`src/sv/smmv_pkg.sv`:
```
// Shared constants and types of the stream mixing block.
// No dependencies; every other file of the block imports this package.
`default_nettype none

package smmv_pkg;

    // Fixed field widths of the stream beats
    localparam int LANES        = 8;
    localparam int SMP_W        = 16;
    localparam int COEF_W       = 16;
    localparam int IDX_W        = 7;
    localparam int CNT_W        = 4;
    localparam int MATRIX_DEPTH = LANES * LANES;
    localparam int GAIN_BASE    = MATRIX_DEPTH;
    localparam int GAIN_END     = MATRIX_DEPTH + LANES;

    // Datapath widths: exact product, partial sum of three, full sum of nine
    localparam int PROD_W = SMP_W + COEF_W;
    localparam int PART_W = PROD_W + 2;
    localparam int ACC_W  = PART_W + 2;

    // Configuration port
    localparam int APB_DATA_W = 32;
    localparam int APB_ADDR_W = 3;
    localparam logic [CNT_W-1:0] COUNT_RST = CNT_W'(4);

    // Register indexes
    localparam logic REG_STREAM_COUNT = 1'b0;

    // Input function codes
    localparam logic FUNC_LOAD = 1'b0;
    localparam logic FUNC_DATA = 1'b1;

    // Defaults of the top-level parameters
    localparam int MAX_STREAMS_DEF    = 8;
    localparam int SAMPLE_WIDTH_DEF   = 16;
    localparam int COEF_FRAC_BITS_DEF = 12;

    // One coefficient write into the store
    typedef struct packed {
        logic                     we;
        logic [IDX_W-1:0]         index;
        logic signed [COEF_W-1:0] value;
    } t_coef_wr;

    // Load enables of the three lane pipeline stages
    typedef struct packed {
        logic s1;
        logic s2;
        logic s3;
    } t_pipe_en;

endpackage

`default_nettype wire

```
`src/sv/smmv_apb_regs.sv`:
```
// APB register file of the stream mixing block: holds the stream count.
// Depends on smmv_pkg.
`default_nettype none

module smmv_apb_regs
    import smmv_pkg::*;
(
    input  wire logic                  i_clk,
    input  wire logic                  i_rst_n,
    input  wire logic                  i_psel,
    input  wire logic                  i_penable,
    input  wire logic                  i_pwrite,
    input  wire logic [APB_ADDR_W-1:0] i_paddr,
    input  wire logic [APB_DATA_W-1:0] i_pwdata,
    output logic      [APB_DATA_W-1:0] o_prdata,
    output logic                       o_pready,
    output logic      [CNT_W-1:0]      o_count
);

    logic [CNT_W-1:0] r_count;
    logic [CNT_W-1:0] n_count;
    logic             wr_hit;

    // Register select: word address above the byte offset
    assign wr_hit = i_psel && i_penable && i_pwrite && (i_paddr[2] == REG_STREAM_COUNT);

    always_comb begin
        n_count = r_count;
        if (wr_hit) begin
            n_count = i_pwdata[CNT_W-1:0];
        end
    end

    always_ff @(posedge i_clk) begin
        if (!i_rst_n) begin
            r_count <= COUNT_RST;
        end else begin
            r_count <= n_count;
        end
    end

    // Read-back; addresses beyond the list read zero
    always_comb begin
        o_prdata = '0;
        if (i_paddr[2] == REG_STREAM_COUNT) begin
            o_prdata = APB_DATA_W'(r_count);
        end
    end

    assign o_pready = 1'b1;
    assign o_count  = r_count;

endmodule

`default_nettype wire

```
`config.mk`:
```
export PLATFORM = sky130hd
export DESIGN_NAME = smmv_apb_regs
export DESIGN_NICKNAME = d
export VERILOG_FILES = /design/src/sv/smmv_pkg.sv /design/src/sv/smmv_apb_regs.sv
export SDC_FILE = /design/constraint.sdc
export NUM_CORES = 1
export LEC_CHECK = 0
export BUFFER_PORTS_ARGS = -buffer_cell sky130_fd_sc_hd__clkbuf_2
export CORE_AREA = 10 10 52 50
export CTS_BUF_LIST = sky130_fd_sc_hd__clkbuf_2 sky130_fd_sc_hd__clkbuf_4 sky130_fd_sc_hd__clkbuf_8
export DETAILED_ROUTE_END_ITERATION = 16
export DIE_AREA = 0 0 62 60
export PLACE_DENSITY = 0.85
export SKIP_LAST_GASP = 1
export SLEW_MARGIN = 20
export SYNTH_ARGS = -nofsm -noshare
export SYNTH_HDL_FRONTEND = slang
export SYNTH_SLANG_ARGS = --single-unit
export TNS_END_PERCENT = 50
```
`constraint.sdc`:
```
create_clock -name i_clk -period 1.75 [get_ports i_clk]
set_input_delay 0.175 -clock i_clk [delete_from_list [all_inputs] [get_ports i_clk]]
set_output_delay 0.175 -clock i_clk [all_outputs]
set_load 0.02 [all_outputs]
```
Yosys cells after proc, flatten, opt, wreduce, memory -nomap -nowiden
Index checks and enable logic that the tools add are counted.
W data, S select, Z words.
Operators by class
  multiply operators: 0
  eq/ne operators: 0
  muxes and demuxes: 1
  divide/modulo/power cells: 0
  bitwise logic cells: 1
  shifts and indexed selects: 0
  magnitude comparators: 0
  add/subtract/negate cells: 0
  reductions and logical operators: 3
Operators by type and width (number)
  $mux W4: 1
  $logic_and A1 B1 Y1: 3
  $not A1 Y1: 1
Word-level totals
  bits in read-only memories: 0
  output and inout bits: 37
  memories kept: 0
  logic and storage cells: 6
  RAM bits: 0
  bits in latches: 0
  register bits: 4

Logic depth before layout (Yosys ltp)
  depth in word-level cells: 3
  depth in mapped cells: 3

Worst setup path after synthesis
Ideal clock, no wire load.
  kind: register -> output
  from: reg r_count[0], in the netlist o_count[0]
  to: out o_prdata[0]
  arrival time: 0.805 ns
  data required time: 1.575 ns
  slack: 0.770 ns
  path buffers: 0
  cell stages (with the launch flop): 2
  cell sequence: dfxtp_1 nor2b_1
Between the ends
  word-level cells in the longest chain between the ends: 1
Ends and longest elaborated chain
  from (decl): RTL line smmv_apb_regs.sv:20  | logic [CNT_W-1:0] r_count;
  from (signal assigned): RTL line smmv_apb_regs.sv:38  | r_count <= n_count;
  $mux W4: RTL line smmv_apb_regs.sv:45  | if (i_paddr[2] == REG_STREAM_COUNT) begin
  to (decl): RTL line smmv_apb_regs.sv:15  | output logic [APB_DATA_W-1:0] o_prdata,
Every way passes these cells.

Worst setup path after layout
Ends and elaborated chain as after synthesis.

==> results.sh <==
export IMPL_chipWidth_um=62
export IMPL_rows=14
export IMPL_synth_seq_cells=4
export IMPL_numCtsBuffers=3
export IMPL_ir_worst_vdd_mv=0.279
export IMPL_port_buffer_count=17
export IMPL_grt_ovfl_total=0
export IMPL_crit_type="flop to output port"
export IMPL_max_clock_freq_mhz=940
export IMPL_drcViolationCount=0
export IMPL_io_pin_count=77
export IMPL_p_leak_nw=0.255
export IMPL_fin_cells=94
export IMPL_fin_crit_sh_pct=60.8
export IMPL_hold_class="input pin to flop"
export IMPL_drt_pass1_iter_count=2
export IMPL_cts_max_level=1
export IMPL_cts_setup_buffers=0
export IMPL_timing_rr_start="o_count[2]$_SDFFE_PN1P_"
export IMPL_largest_reg_flops=4
export IMPL_skew_ns=0
export IMPL_antenna_cells=0
export IMPL_antenna_found_initial=0
export IMPL_fillCellCount=182
export IMPL_ff2ff_setup_slack_ns=1.14
export IMPL_track_usage_pct=5.26
export IMPL_place_congestion=0.650
export IMPL_holdBufCountCts=0
export IMPL_syn_to_final_growth_pct=2.32
export IMPL_yosysWarnings=0
export IMPL_cts_buffer_depth=2
export IMPL_startpoint="o_count[0]$_SDFFE_PN0P_"
export IMPL_synthCells=53
export IMPL_start_kind="flop"
export IMPL_drt_iter0_drc=3
export IMPL_ctsResizeCount=0
export IMPL_die_area_mm2=0.00372
export IMPL_grt_max_degree=9
export IMPL_routedWlPerCell_um=10.8
export IMPL_clk_latency_ns=0.23
export IMPL_cts_tree="built"
export IMPL_hold_violations=0
export IMPL_vias=288
export IMPL_die_h_um=60
export IMPL_yosysSeqAreaShare_pct=18.6
export IMPL_finalMaxSlewViolations=0
export IMPL_coreArea_mm2=0.00159
export IMPL_drv_cap=0
export IMPL_syn_area_um2=432
export IMPL_worst_slack_ns=0.686
export IMPL_clock_sinks=4
export IMPL_r2r_end="o_count[2]$_SDFFE_PN1P_"
export IMPL_avgSynthCellArea_um2=8.14
export IMPL_setup_violations=0
export IMPL_cp_arrival_ns=0.89
export IMPL_rsz0062_at_grt="false"
export IMPL_place_ws_ns=0.727
export IMPL_start_util_pct=27.1
export IMPL_clkTransAtPathRegs_ns=0.04
export IMPL_drive_above_1_share_pct=31.4
export IMPL_critical_path_peak_fanout=3
export IMPL_status="complete, no violations"
export IMPL_rr_worst_depth=2
export IMPL_routed_wl_um=1020
export IMPL_required_ns=1.57
export IMPL_grt_pass1_wl_um=1350
export IMPL_power_density_mw_per_mm2=676
export IMPL_min_period_ns=1.06
export IMPL_ant_nets=0
export IMPL_dpl_cell_count=91
export IMPL_final_cell_mix="conb_1, clkbuf_2, nand2_1"
export IMPL_dp_hpwl_um=939
export IMPL_clockRootBuffer="clkbuf_4"
export IMPL_crit_path_end="o_prdata[0]"
export IMPL_layout_commonest_cell="conb_1"
export IMPL_vias_per_cell=3.06
export IMPL_nNetsFinal=112
export IMPL_fin_setup_tns_ns=0
export IMPL_end_kind="output port"
export IMPL_grt_pass1_vias=299
export IMPL_yosysUniqueCellTypes=9
## power by group
group / internal, W / switching, W / total (W)
clock: 0.0000767 / 0.0000383 / 0.000115
combinational: 0.0000156 / 0.0000729 / 0.0000884
sequential: 0.0000937 / 0.00000135 / 0.0000951
total: 0.000186 / 0.000112 / 0.000299
## cells by family (layout without fill, tap and decap cells)
logic type / after synthesis / after routing / share of synthesized area [%]
buffers and inverters: 30 / 20 / 53.0
flip-flops: 4 / 4 / 18.6
other: 2 / 29 / 1.74
multiplexers: 4 / 4 / 9.28
AND/OR/NAND/NOR: 13 / 13 / 17.4
## stage by stage
step | area, µm² | util [%] | hold WS, ns | total power, W
after floorplan | 533 | - | 0.317 | 0.000216
after global routing | 442 | 27.7 | 0.166 | 0.000319
after CTS | 442 | 27.7 | 0.160 | 0.000306
after detailed placement | 419 | 26.3 | 0.420 | 0.000182
final | 442 | 27.7 | 0.167 | 0.000299
after global placement | 419 | 26.3 | 0.408 | 0.000182
## worst min-delay path by stage
stage / from / depth (start not counted) / slack (ns) / to
after detailed placement: i_pwdata[1] / 3 / 0.42 / o_count[1]$_SDFFE_PN0P_
final: i_pwdata[1] / 3 / 0.17 / o_count[1]$_SDFFE_PN0P_
after floorplan: i_pwdata[0] / 2 / 0.32 / o_count[0]$_SDFFE_PN0P_
after global routing: i_pwdata[0] / 3 / 0.17 / o_count[0]$_SDFFE_PN0P_
after global placement: i_pwdata[3] / 3 / 0.41 / o_count[3]$_SDFFE_PN0P_
after CTS: i_pwdata[1] / 3 / 0.16 / o_count[1]$_SDFFE_PN0P_
## cell type report
type	instances	area, µm²	share of cell area, %
multi-input cells	46	224	50.7
repair buffers	17	85.1	19.3
flip-flops and latches	4	80.1	18.1
clock buffers	3	22.5	5.10
well taps	24	30.0	6.80
## Yosys cell counts
cell type  instances  area share (%)
and2b_2            2             4.1
mux2i_1            4             9.3
nor2b_1            4             5.8
conb_1             2             1.7
dfxtp_1            4              19
nand2_1            6             5.2
buf_6              1             2.6
and4b_1            1             2.3
buf_4             29              50
## metal layers
| metal | global-route usage, % | part of all wire (%) | vias up |
|---|---|---|---|
| li1 | - | - | 138 |
| met1 | 5.34 | 38 | 119 |
| met2 | 6.43 | 41 | 31 |
| met3 | 6.36 | 21 | 0 |
| met4 | 1.91 | 0 | 0 |
| met5 | 0 | 0 | - |
## worst max-delay path, stage by stage, from the launching register on
cell and delay, ns:
dfxtp_1 0.34, nor2b_1 0.14, clkbuf_2 0.18
Note: power is estimated with default switching activity, not from simulation.
