$ cat config.mk
export PLATFORM = sky130hd
export DESIGN_NAME = smmv_coef_store
export DESIGN_NICKNAME = d
export VERILOG_FILES = /design/src/sv/smmv_pkg.sv /design/src/sv/smmv_coef_store.sv
export SDC_FILE = /design/constraint.sdc
export NUM_CORES = 2
export LEC_CHECK = 0
export ABC_CLOCK_PERIOD_IN_PS = 2400
export BUFFER_PORTS_ARGS = -buffer_cell sky130_fd_sc_hd__buf_2
export CAP_MARGIN = 40
export CORE_AREA = 4 4 452 454
export DETAILED_ROUTE_END_ITERATION = 8
export DIE_AREA = 0 0 456 458
export PLACE_DENSITY = 0.45
export SETUP_SLACK_MARGIN = 0.02
export SYNTH_ARGS = -nofsm -noshare
export SYNTH_HDL_FRONTEND = slang
export SYNTH_SLANG_ARGS = --single-unit
$ cat constraint.sdc
create_clock -name i_clk -period 2.4 [get_ports i_clk]
set_clock_uncertainty 0.2 [all_clocks]
set_input_delay 0.48 -clock i_clk [delete_from_list [all_inputs] [get_ports i_clk]]
set_output_delay 0.48 -clock i_clk [all_outputs]
set_load 0.02 [all_outputs]
$ cat src/sv/smmv_pkg.sv
// Shared constants and types of the stream mixing block.
// No dependencies; every other file of the block imports this package.
`default_nettype none

package smmv_pkg;

    // Fixed field widths of the stream beats
    localparam int LANES        = 8;
    localparam int SMP_W        = 16;
    localparam int COEF_W       = 16;
    localparam int IDX_W        = 7;
    localparam int CNT_W        = 4;
    localparam int MATRIX_DEPTH = LANES * LANES;
    localparam int GAIN_BASE    = MATRIX_DEPTH;
    localparam int GAIN_END     = MATRIX_DEPTH + LANES;

    // Datapath widths: exact product, partial sum of three, full sum of nine
    localparam int PROD_W = SMP_W + COEF_W;
    localparam int PART_W = PROD_W + 2;
    localparam int ACC_W  = PART_W + 2;

    // Configuration port
    localparam int APB_DATA_W = 32;
    localparam int APB_ADDR_W = 3;
    localparam logic [CNT_W-1:0] COUNT_RST = CNT_W'(4);

    // Register indexes
    localparam logic REG_STREAM_COUNT = 1'b0;

    // Input function codes
    localparam logic FUNC_LOAD = 1'b0;
    localparam logic FUNC_DATA = 1'b1;

    // Defaults of the top-level parameters
    localparam int MAX_STREAMS_DEF    = 8;
    localparam int SAMPLE_WIDTH_DEF   = 16;
    localparam int COEF_FRAC_BITS_DEF = 12;

    // One coefficient write into the store
    typedef struct packed {
        logic                     we;
        logic [IDX_W-1:0]         index;
        logic signed [COEF_W-1:0] value;
    } t_coef_wr;

    // Load enables of the three lane pipeline stages
    typedef struct packed {
        logic s1;
        logic s2;
        logic s3;
    } t_pipe_en;

endpackage

`default_nettype wire

$ cat src/sv/smmv_coef_store.sv
// Coefficient store: mixing matrix (entry i*8+o) and post gains, zero at reset.
// Depends on smmv_pkg. Every entry is read at a fixed place by one lane.
`default_nettype none

module smmv_coef_store
    import smmv_pkg::*;
(
    input  wire logic                     i_clk,
    input  wire logic                     i_rst_n,
    input  wire t_coef_wr                 i_wr,
    output logic signed [COEF_W-1:0]      o_mix  [MATRIX_DEPTH],
    output logic signed [COEF_W-1:0]      o_gain [LANES]
);

    logic signed [COEF_W-1:0] r_mix  [MATRIX_DEPTH];
    logic signed [COEF_W-1:0] r_gain [LANES];
    logic                     mix_we;
    logic                     gain_we;

    // Index decode; indexes past the gains are dropped
    assign mix_we  = i_wr.we && (i_wr.index < IDX_W'(GAIN_BASE));
    assign gain_we = i_wr.we && (i_wr.index >= IDX_W'(GAIN_BASE))
                             && (i_wr.index < IDX_W'(GAIN_END));

    always_ff @(posedge i_clk) begin
        if (!i_rst_n) begin
            for (int k = 0; k < MATRIX_DEPTH; k++) begin
                r_mix[k] <= '0;
            end
            for (int k = 0; k < LANES; k++) begin
                r_gain[k] <= '0;
            end
        end else begin
            if (mix_we) begin
                r_mix[i_wr.index[$clog2(MATRIX_DEPTH)-1:0]] <= i_wr.value;
            end
            if (gain_we) begin
                r_gain[i_wr.index[$clog2(LANES)-1:0]] <= i_wr.value;
            end
        end
    end

    assign o_mix  = r_mix;
    assign o_gain = r_gain;

endmodule

`default_nettype wire

# Word-level counts from Yosys, hierarchy flattened

Cells that the tools add are included.

Register bits: 1,152
Bits of input ports: 26
Word-level logic and storage cells: 92
Output and inout bits: 1,152

Bitwise operators: 2
Magnitude comparators: 7
Muxes and demuxes: 6
Reductions and logical operators: 5

Operator list:

| operator             | number |
|---|---|
| $bwmux W1024         | 1 |
| $bwmux W128          | 1 |
| $demux W16 S6        | 1 |
| $demux W16 S3        | 1 |
| $mux W16             | 2 |
| $ge A7 B7 Y1 const B | 2 |
| $lt A7 B7 Y1 const B | 2 |
| $lt A7 B1 Y1 const B | 1 |
| $not A6 Y7           | 1 |
| $logic_and A1 B1 Y1  | 5 |
| $ge A4 B4 Y1 const B | 1 |
| $lt A4 B1 Y1 const B | 1 |
| $not A3 Y4           | 1 |

# Depth between registers and ports, before layout

Word-level depth: 6
Gate-level depth with buffers: 7
Gate-level depth less buffers: 3

# Worst setup path after synthesis

Ideal clock, no wire load.

Path type: input to register
Start point: input port i_wr[21] (netlist bit)
End point: register r_gain (netlist bit o_gain[21])
Path buffers: 3
Required time: 2,127 ps
Cell stages on the path: 6
Library setup time: 73 ps
Arrival: 2,034 ps
Slack: 93 ps
Cell sequence: buf_4 or4_1 buf_6 nor3_4 buf_8 mux2i_1

Longest elaborated chain between the ends: 3
Elaborated cells between the ends (all ways): 4
Those cells by class: order compare (2); reduce/logical (2)

RTL lines:

| what                          | line                  | RTL |
|---|---|---|
| start, declared               | smmv_coef_store.sv:10 | `input wire t_coef_wr i_wr,` |
| $ge A7 B7 Y1                  | smmv_coef_store.sv:22 | `assign gain_we = i_wr.we && (i_wr.index >= IDX_W'(GAIN_BASE))` |
| $logic_and A1 B1 Y1           | smmv_coef_store.sv:22 |  |
| $logic_and A1 B1 Y1 *         | smmv_coef_store.sv:23 | `&& (i_wr.index < IDX_W'(GAIN_END));` |
| end signal, assigned by index | smmv_coef_store.sv:38 | `r_gain[i_wr.index[$clog2(LANES)-1:0]] <= i_wr.value;` |
| end, declared                 | smmv_coef_store.sv:16 | `logic signed [COEF_W-1:0] r_gain [LANES];` |

Every way passes the cells marked *; elsewhere a longest branch is shown, timed or not.
A chain may end at the register's enable or synchronous reset.

# Worst setup path in the final report

Start point: register r_mix (netlist bit o_mix[927])
End point: output port o_mix[927] (netlist bit)

RTL lines:

| what                            | line                  | RTL |
|---|---|---|
| start, declared                 | smmv_coef_store.sv:15 | `logic signed [COEF_W-1:0] r_mix [MATRIX_DEPTH];` |
| start signal, assigned by index | smmv_coef_store.sv:35 | `r_mix[i_wr.index[$clog2(MATRIX_DEPTH)-1:0]] <= i_wr.value;` |
| end, declared                   | smmv_coef_store.sv:11 | `output logic signed [COEF_W-1:0] o_mix [MATRIX_DEPTH],` |

No word-level cell between the ends.

==> results.md <==
| Step | Item | This run |
| --- | --- | --- |
| run status | Run status | finished, final reports clean |
| critical path | Cell with the biggest individual delay on the critical path | dfxtp_1 |
| drt | Remaining design rule violation count | 0 |
| sta | Post-layout worst setup margin | 0.208 ns |
| global route | Maximum number of pins on one net before global-route repair | 132 |
| cts | Clock latency reported for the late side of the worst-skew pair | 0.77 ns |
| cells and area | Share of post-route cells with drive strength above 1 | 31.6% |
| die | Standard-cell row count | 164 |
| drt | Via Count | 32666 |
| logic synthesis | Biggest area consumer among synthesized cells | dfxtp_1 |
| placement | Final HPWL from detailed placement | 131 mm |
| die | I/O pin cnt | 1178 |
| logic synthesis | Part of the Yosys area used for sequential elements | 55.5% |
| drt | 1st-iter DRT viols | 1732 |
| critical path | Worst EP arrival | 1.51 ns |
| cells and area | Number of nets in the finished design | 5131 |
| global route | Most utilized layer in the global route result | met2 |
| global route | Met1 GRT Util | 19.7% |
| logic synthesis | Most repeated cell in the gate-level netlist after synthesis | nand2_1 |
| placement | Number of buffer cells added on primary ports | 1177 |
| global route | Met3 usage in global routing | 4.37% |
| global route | Overall track demand over capacity in global routing | 17.1% |
| logic synthesis | Synthesized netlist net count | 3958 |
| cts | Clock tree from TritonCTS | yes |
| die | Die outline area | 0.209 mm^2 |
| cells and area | Layout area overhead | 36.8% |
| logic synthesis | Fraction of synthesis flops using an asynchronous set or reset pin | 0% |
| drt | Average wire per standard cell | 23.8 um |
| sta | Setup repair after global routing missed its margin | false |
| logic synthesis | Most instantiated flip-flop cell in the synthesis netlist | dfxtp_1 |
| cts | CTS resizes | 0 |
| global route | Initial antenna violation count | 9 |
| power | Power Dens Cells | 731 mW/mm^2 |
| critical path | Required time reported for the critical path endpoint | 1.72 ns |
| logic synthesis | Cells after Synth | 3932 |
| critical path | CP delay by family, top | flip-flops |
| power | Overall Power | 41.5 mW |
| logic synthesis | Top cells by area in the synthesized netlist | dfxtp_1, mux2i_1, nand2_1 |
| critical path | Category of the critical setup timing path | reg -> out |
| sta | Slew Limit Headroom | 38.3% |
| die | Initial Util | 20.8% |
| logic synthesis | Synth Cell Area | 0.0415 mm^2 |
| critical path | Worst path cell trace | buf_2 |
| cells and area | Fin cells | 7860 |
| global route | Wire length of the first global-routing pass | 258 mm |
| cts | CTS Buf Count | 135 |
| sta | Final number of setup-violating endpoints | 0 |
| placement | Worst slack at placement | -0.0450 ns |
| logic synthesis | Total of flip-flops plus latches after synthesis | 1152 |
| sta | Top achievable clock speed | 456 MHz |
| power | Peak supply drop | 0.691 mV |
| critical path | Worst Setup Start Kind | flop |
| hold path | Classification of the worst-slack hold path | in -> reg |
| sta | Final period demand of the worst path | 2.19 ns |
| cts | Clock slew at reported path FFs | 0.07 ns |
| drt | Routed vias/inst | 4.16 |
| sta | Number of max-slew violations in the final report | 0 |
| critical path | Delay of the slowest cell on the worst path | 0.50 ns |
| die | Placeable Area | 0.200 mm^2 |
| job | Count of max-cap constraint violations | 0 |
| critical path | Worst Path Buf+Inv | 1 |
| logic synthesis | Unique cell type count in the Yosys netlist | 32 |
| die | Overall die height | 458 um |
| drt | Count of nets left with antenna violations after detail routing | 0 |
| power | Leakage power | 28.7 nW |
| drt | Final Routed Wirelength | 187 mm |
| sta | Final Hold Violating Endpoints | 0 |
| critical path | Highest fanout seen on the critical path | 2 |
| sta | Worst-margin pin slew | 0.926 ns |
| global route | Global-route track usage on met2 | 30.4% |
| cts | Clock Root Buffer | clkbuf_16 |
| logic synthesis | Post-synth EDFFs | 0 |
| die | Die span in x | 456 um |
| placement | Cell count after placement | 7611 |
| logic synthesis | Most common library cells after synthesis | nand2_1, dfxtp_1, mux2i_1, clkbuf_1, buf_2 |
| critical path | Endpoint type of the worst setup path | output port |
| cts | CTS HTree Levels | 4 |
| global route | Grt ovf | 0 |
| cts | Buffer levels on the longest clock path | 3 |
| global route | Via count of the first global-routing pass | 32606 |
| drt | Iteration count of the initial detailed-routing pass | 7 |
| sta | Final Cycle Share | 91.3% |
| logic synthesis | Mapped Avg Cell Area | 10.6 um^2 |
| placement | Placer congestion estimate | 0.787 |
| sta | Final worst hold slack | 0.0910 ns |
| logic synthesis | Area share of the largest cell type after synthesis | 55.5% |
| cts | Number of sinks on the clock net | 1152 |
| logic synthesis | Synth Warn # | 0 |
## state kept, by name (all words and copies together) (netlist names)
register / cells
o_mix: 1024
o_gain: 128
## timing repair
item,4_1_cts,5_1_grt
endpoints found under the hold margin,95,0
hold buffers,13,0
setup buffers,0,0
## layout make-up
| cell class | count | area [um^2] |
|---|---|---|
| multi-input combinational | 2432 | 17100 |
| sequential | 1152 | 23100 |
| fill | 21051 | 143000 |
| timing repair buffer | 1384 | 8940 |
| antenna | 4 | 10.0 |
| tap | 2656 | 3320 |
| clock inverter | 39 | 531 |
| clock buffer | 193 | 3870 |
## placed cells by master (no fill, tap or decap), drive strengths merged, types with 2 or more instances in the layout
cell type / n
buf: 1371
and4bb: 6
clkbuf: 193
diode: 4
inv: 10
or4b: 2
nor2b: 2
clkinvlp: 4
nor4b: 9
clkinv: 19
nand4bb: 2
nand4: 3
dfxtp: 1152
nor4bb: 6
bufinv: 6
mux2i: 1152
nor2: 20
dlygate4sd3: 13
nand2: 1213
nand4b: 6
nor3: 4
and4b: 3
## path summary, 6_finish.rpt
| path | startpoint | to | slack (ns) | depth (start not counted) |
|---|---|---|---|---|
| max | o_mix[927] | o_mix[927] | 0.21 | 1 |
| min | i_wr[4] | o_mix[180] | 0.09 | 4 |
| min reg2reg | o_mix[283] | o_mix[283] | 0.25 | 2 |
| max reg2reg | o_mix[927] | o_mix[927] | 1.42 | 2 |
## power by group
part,switching [mW],leakage (nW),total [mW],internal (mW)
combinational,1.28,17.3,1.70,0.423
sequential,0.0223,9.28,19.2,19.2
clock,8.68,2.15,20.6,12.0
total,9.98,28.7,41.5,31.5
## per-stage QoR
step                      area, um^2  TNS, ns  util, %
after floorplan                41500        0        -
after global placement         52300    -3.27     26.2
after detailed placement       52300   -0.542     26.2
after CTS                      56800        0     28.4
after global routing           56800        0     28.4
final                          56800        0     28.4
## worst reg2reg max path, delay by kind of cell (launching register included)
family	cells	cell delay, ns
flops	1	0.50
mux	1	0.12
simple gates	1	0.09
## cells by family (layout without fill, tap and decap cells)
family / count (synthesis) / in the layout / share of synthesized area [%]
buf+inv: 348 / 1616 / 3.80
flops: 1152 / 1152 / 55.5
mux: 1152 / 1152 / 27.8
other cells: 0 / 4 / 0
simple gates: 1280 / 1280 / 12.9
## routing by layer
metal	vias up	wire length, um
li1	15283	-
met1	16187	75300
met2	930	94800
met3	266	10700
met4	0	6320
met5	-	0
Power figures use the tool's default switching activity.
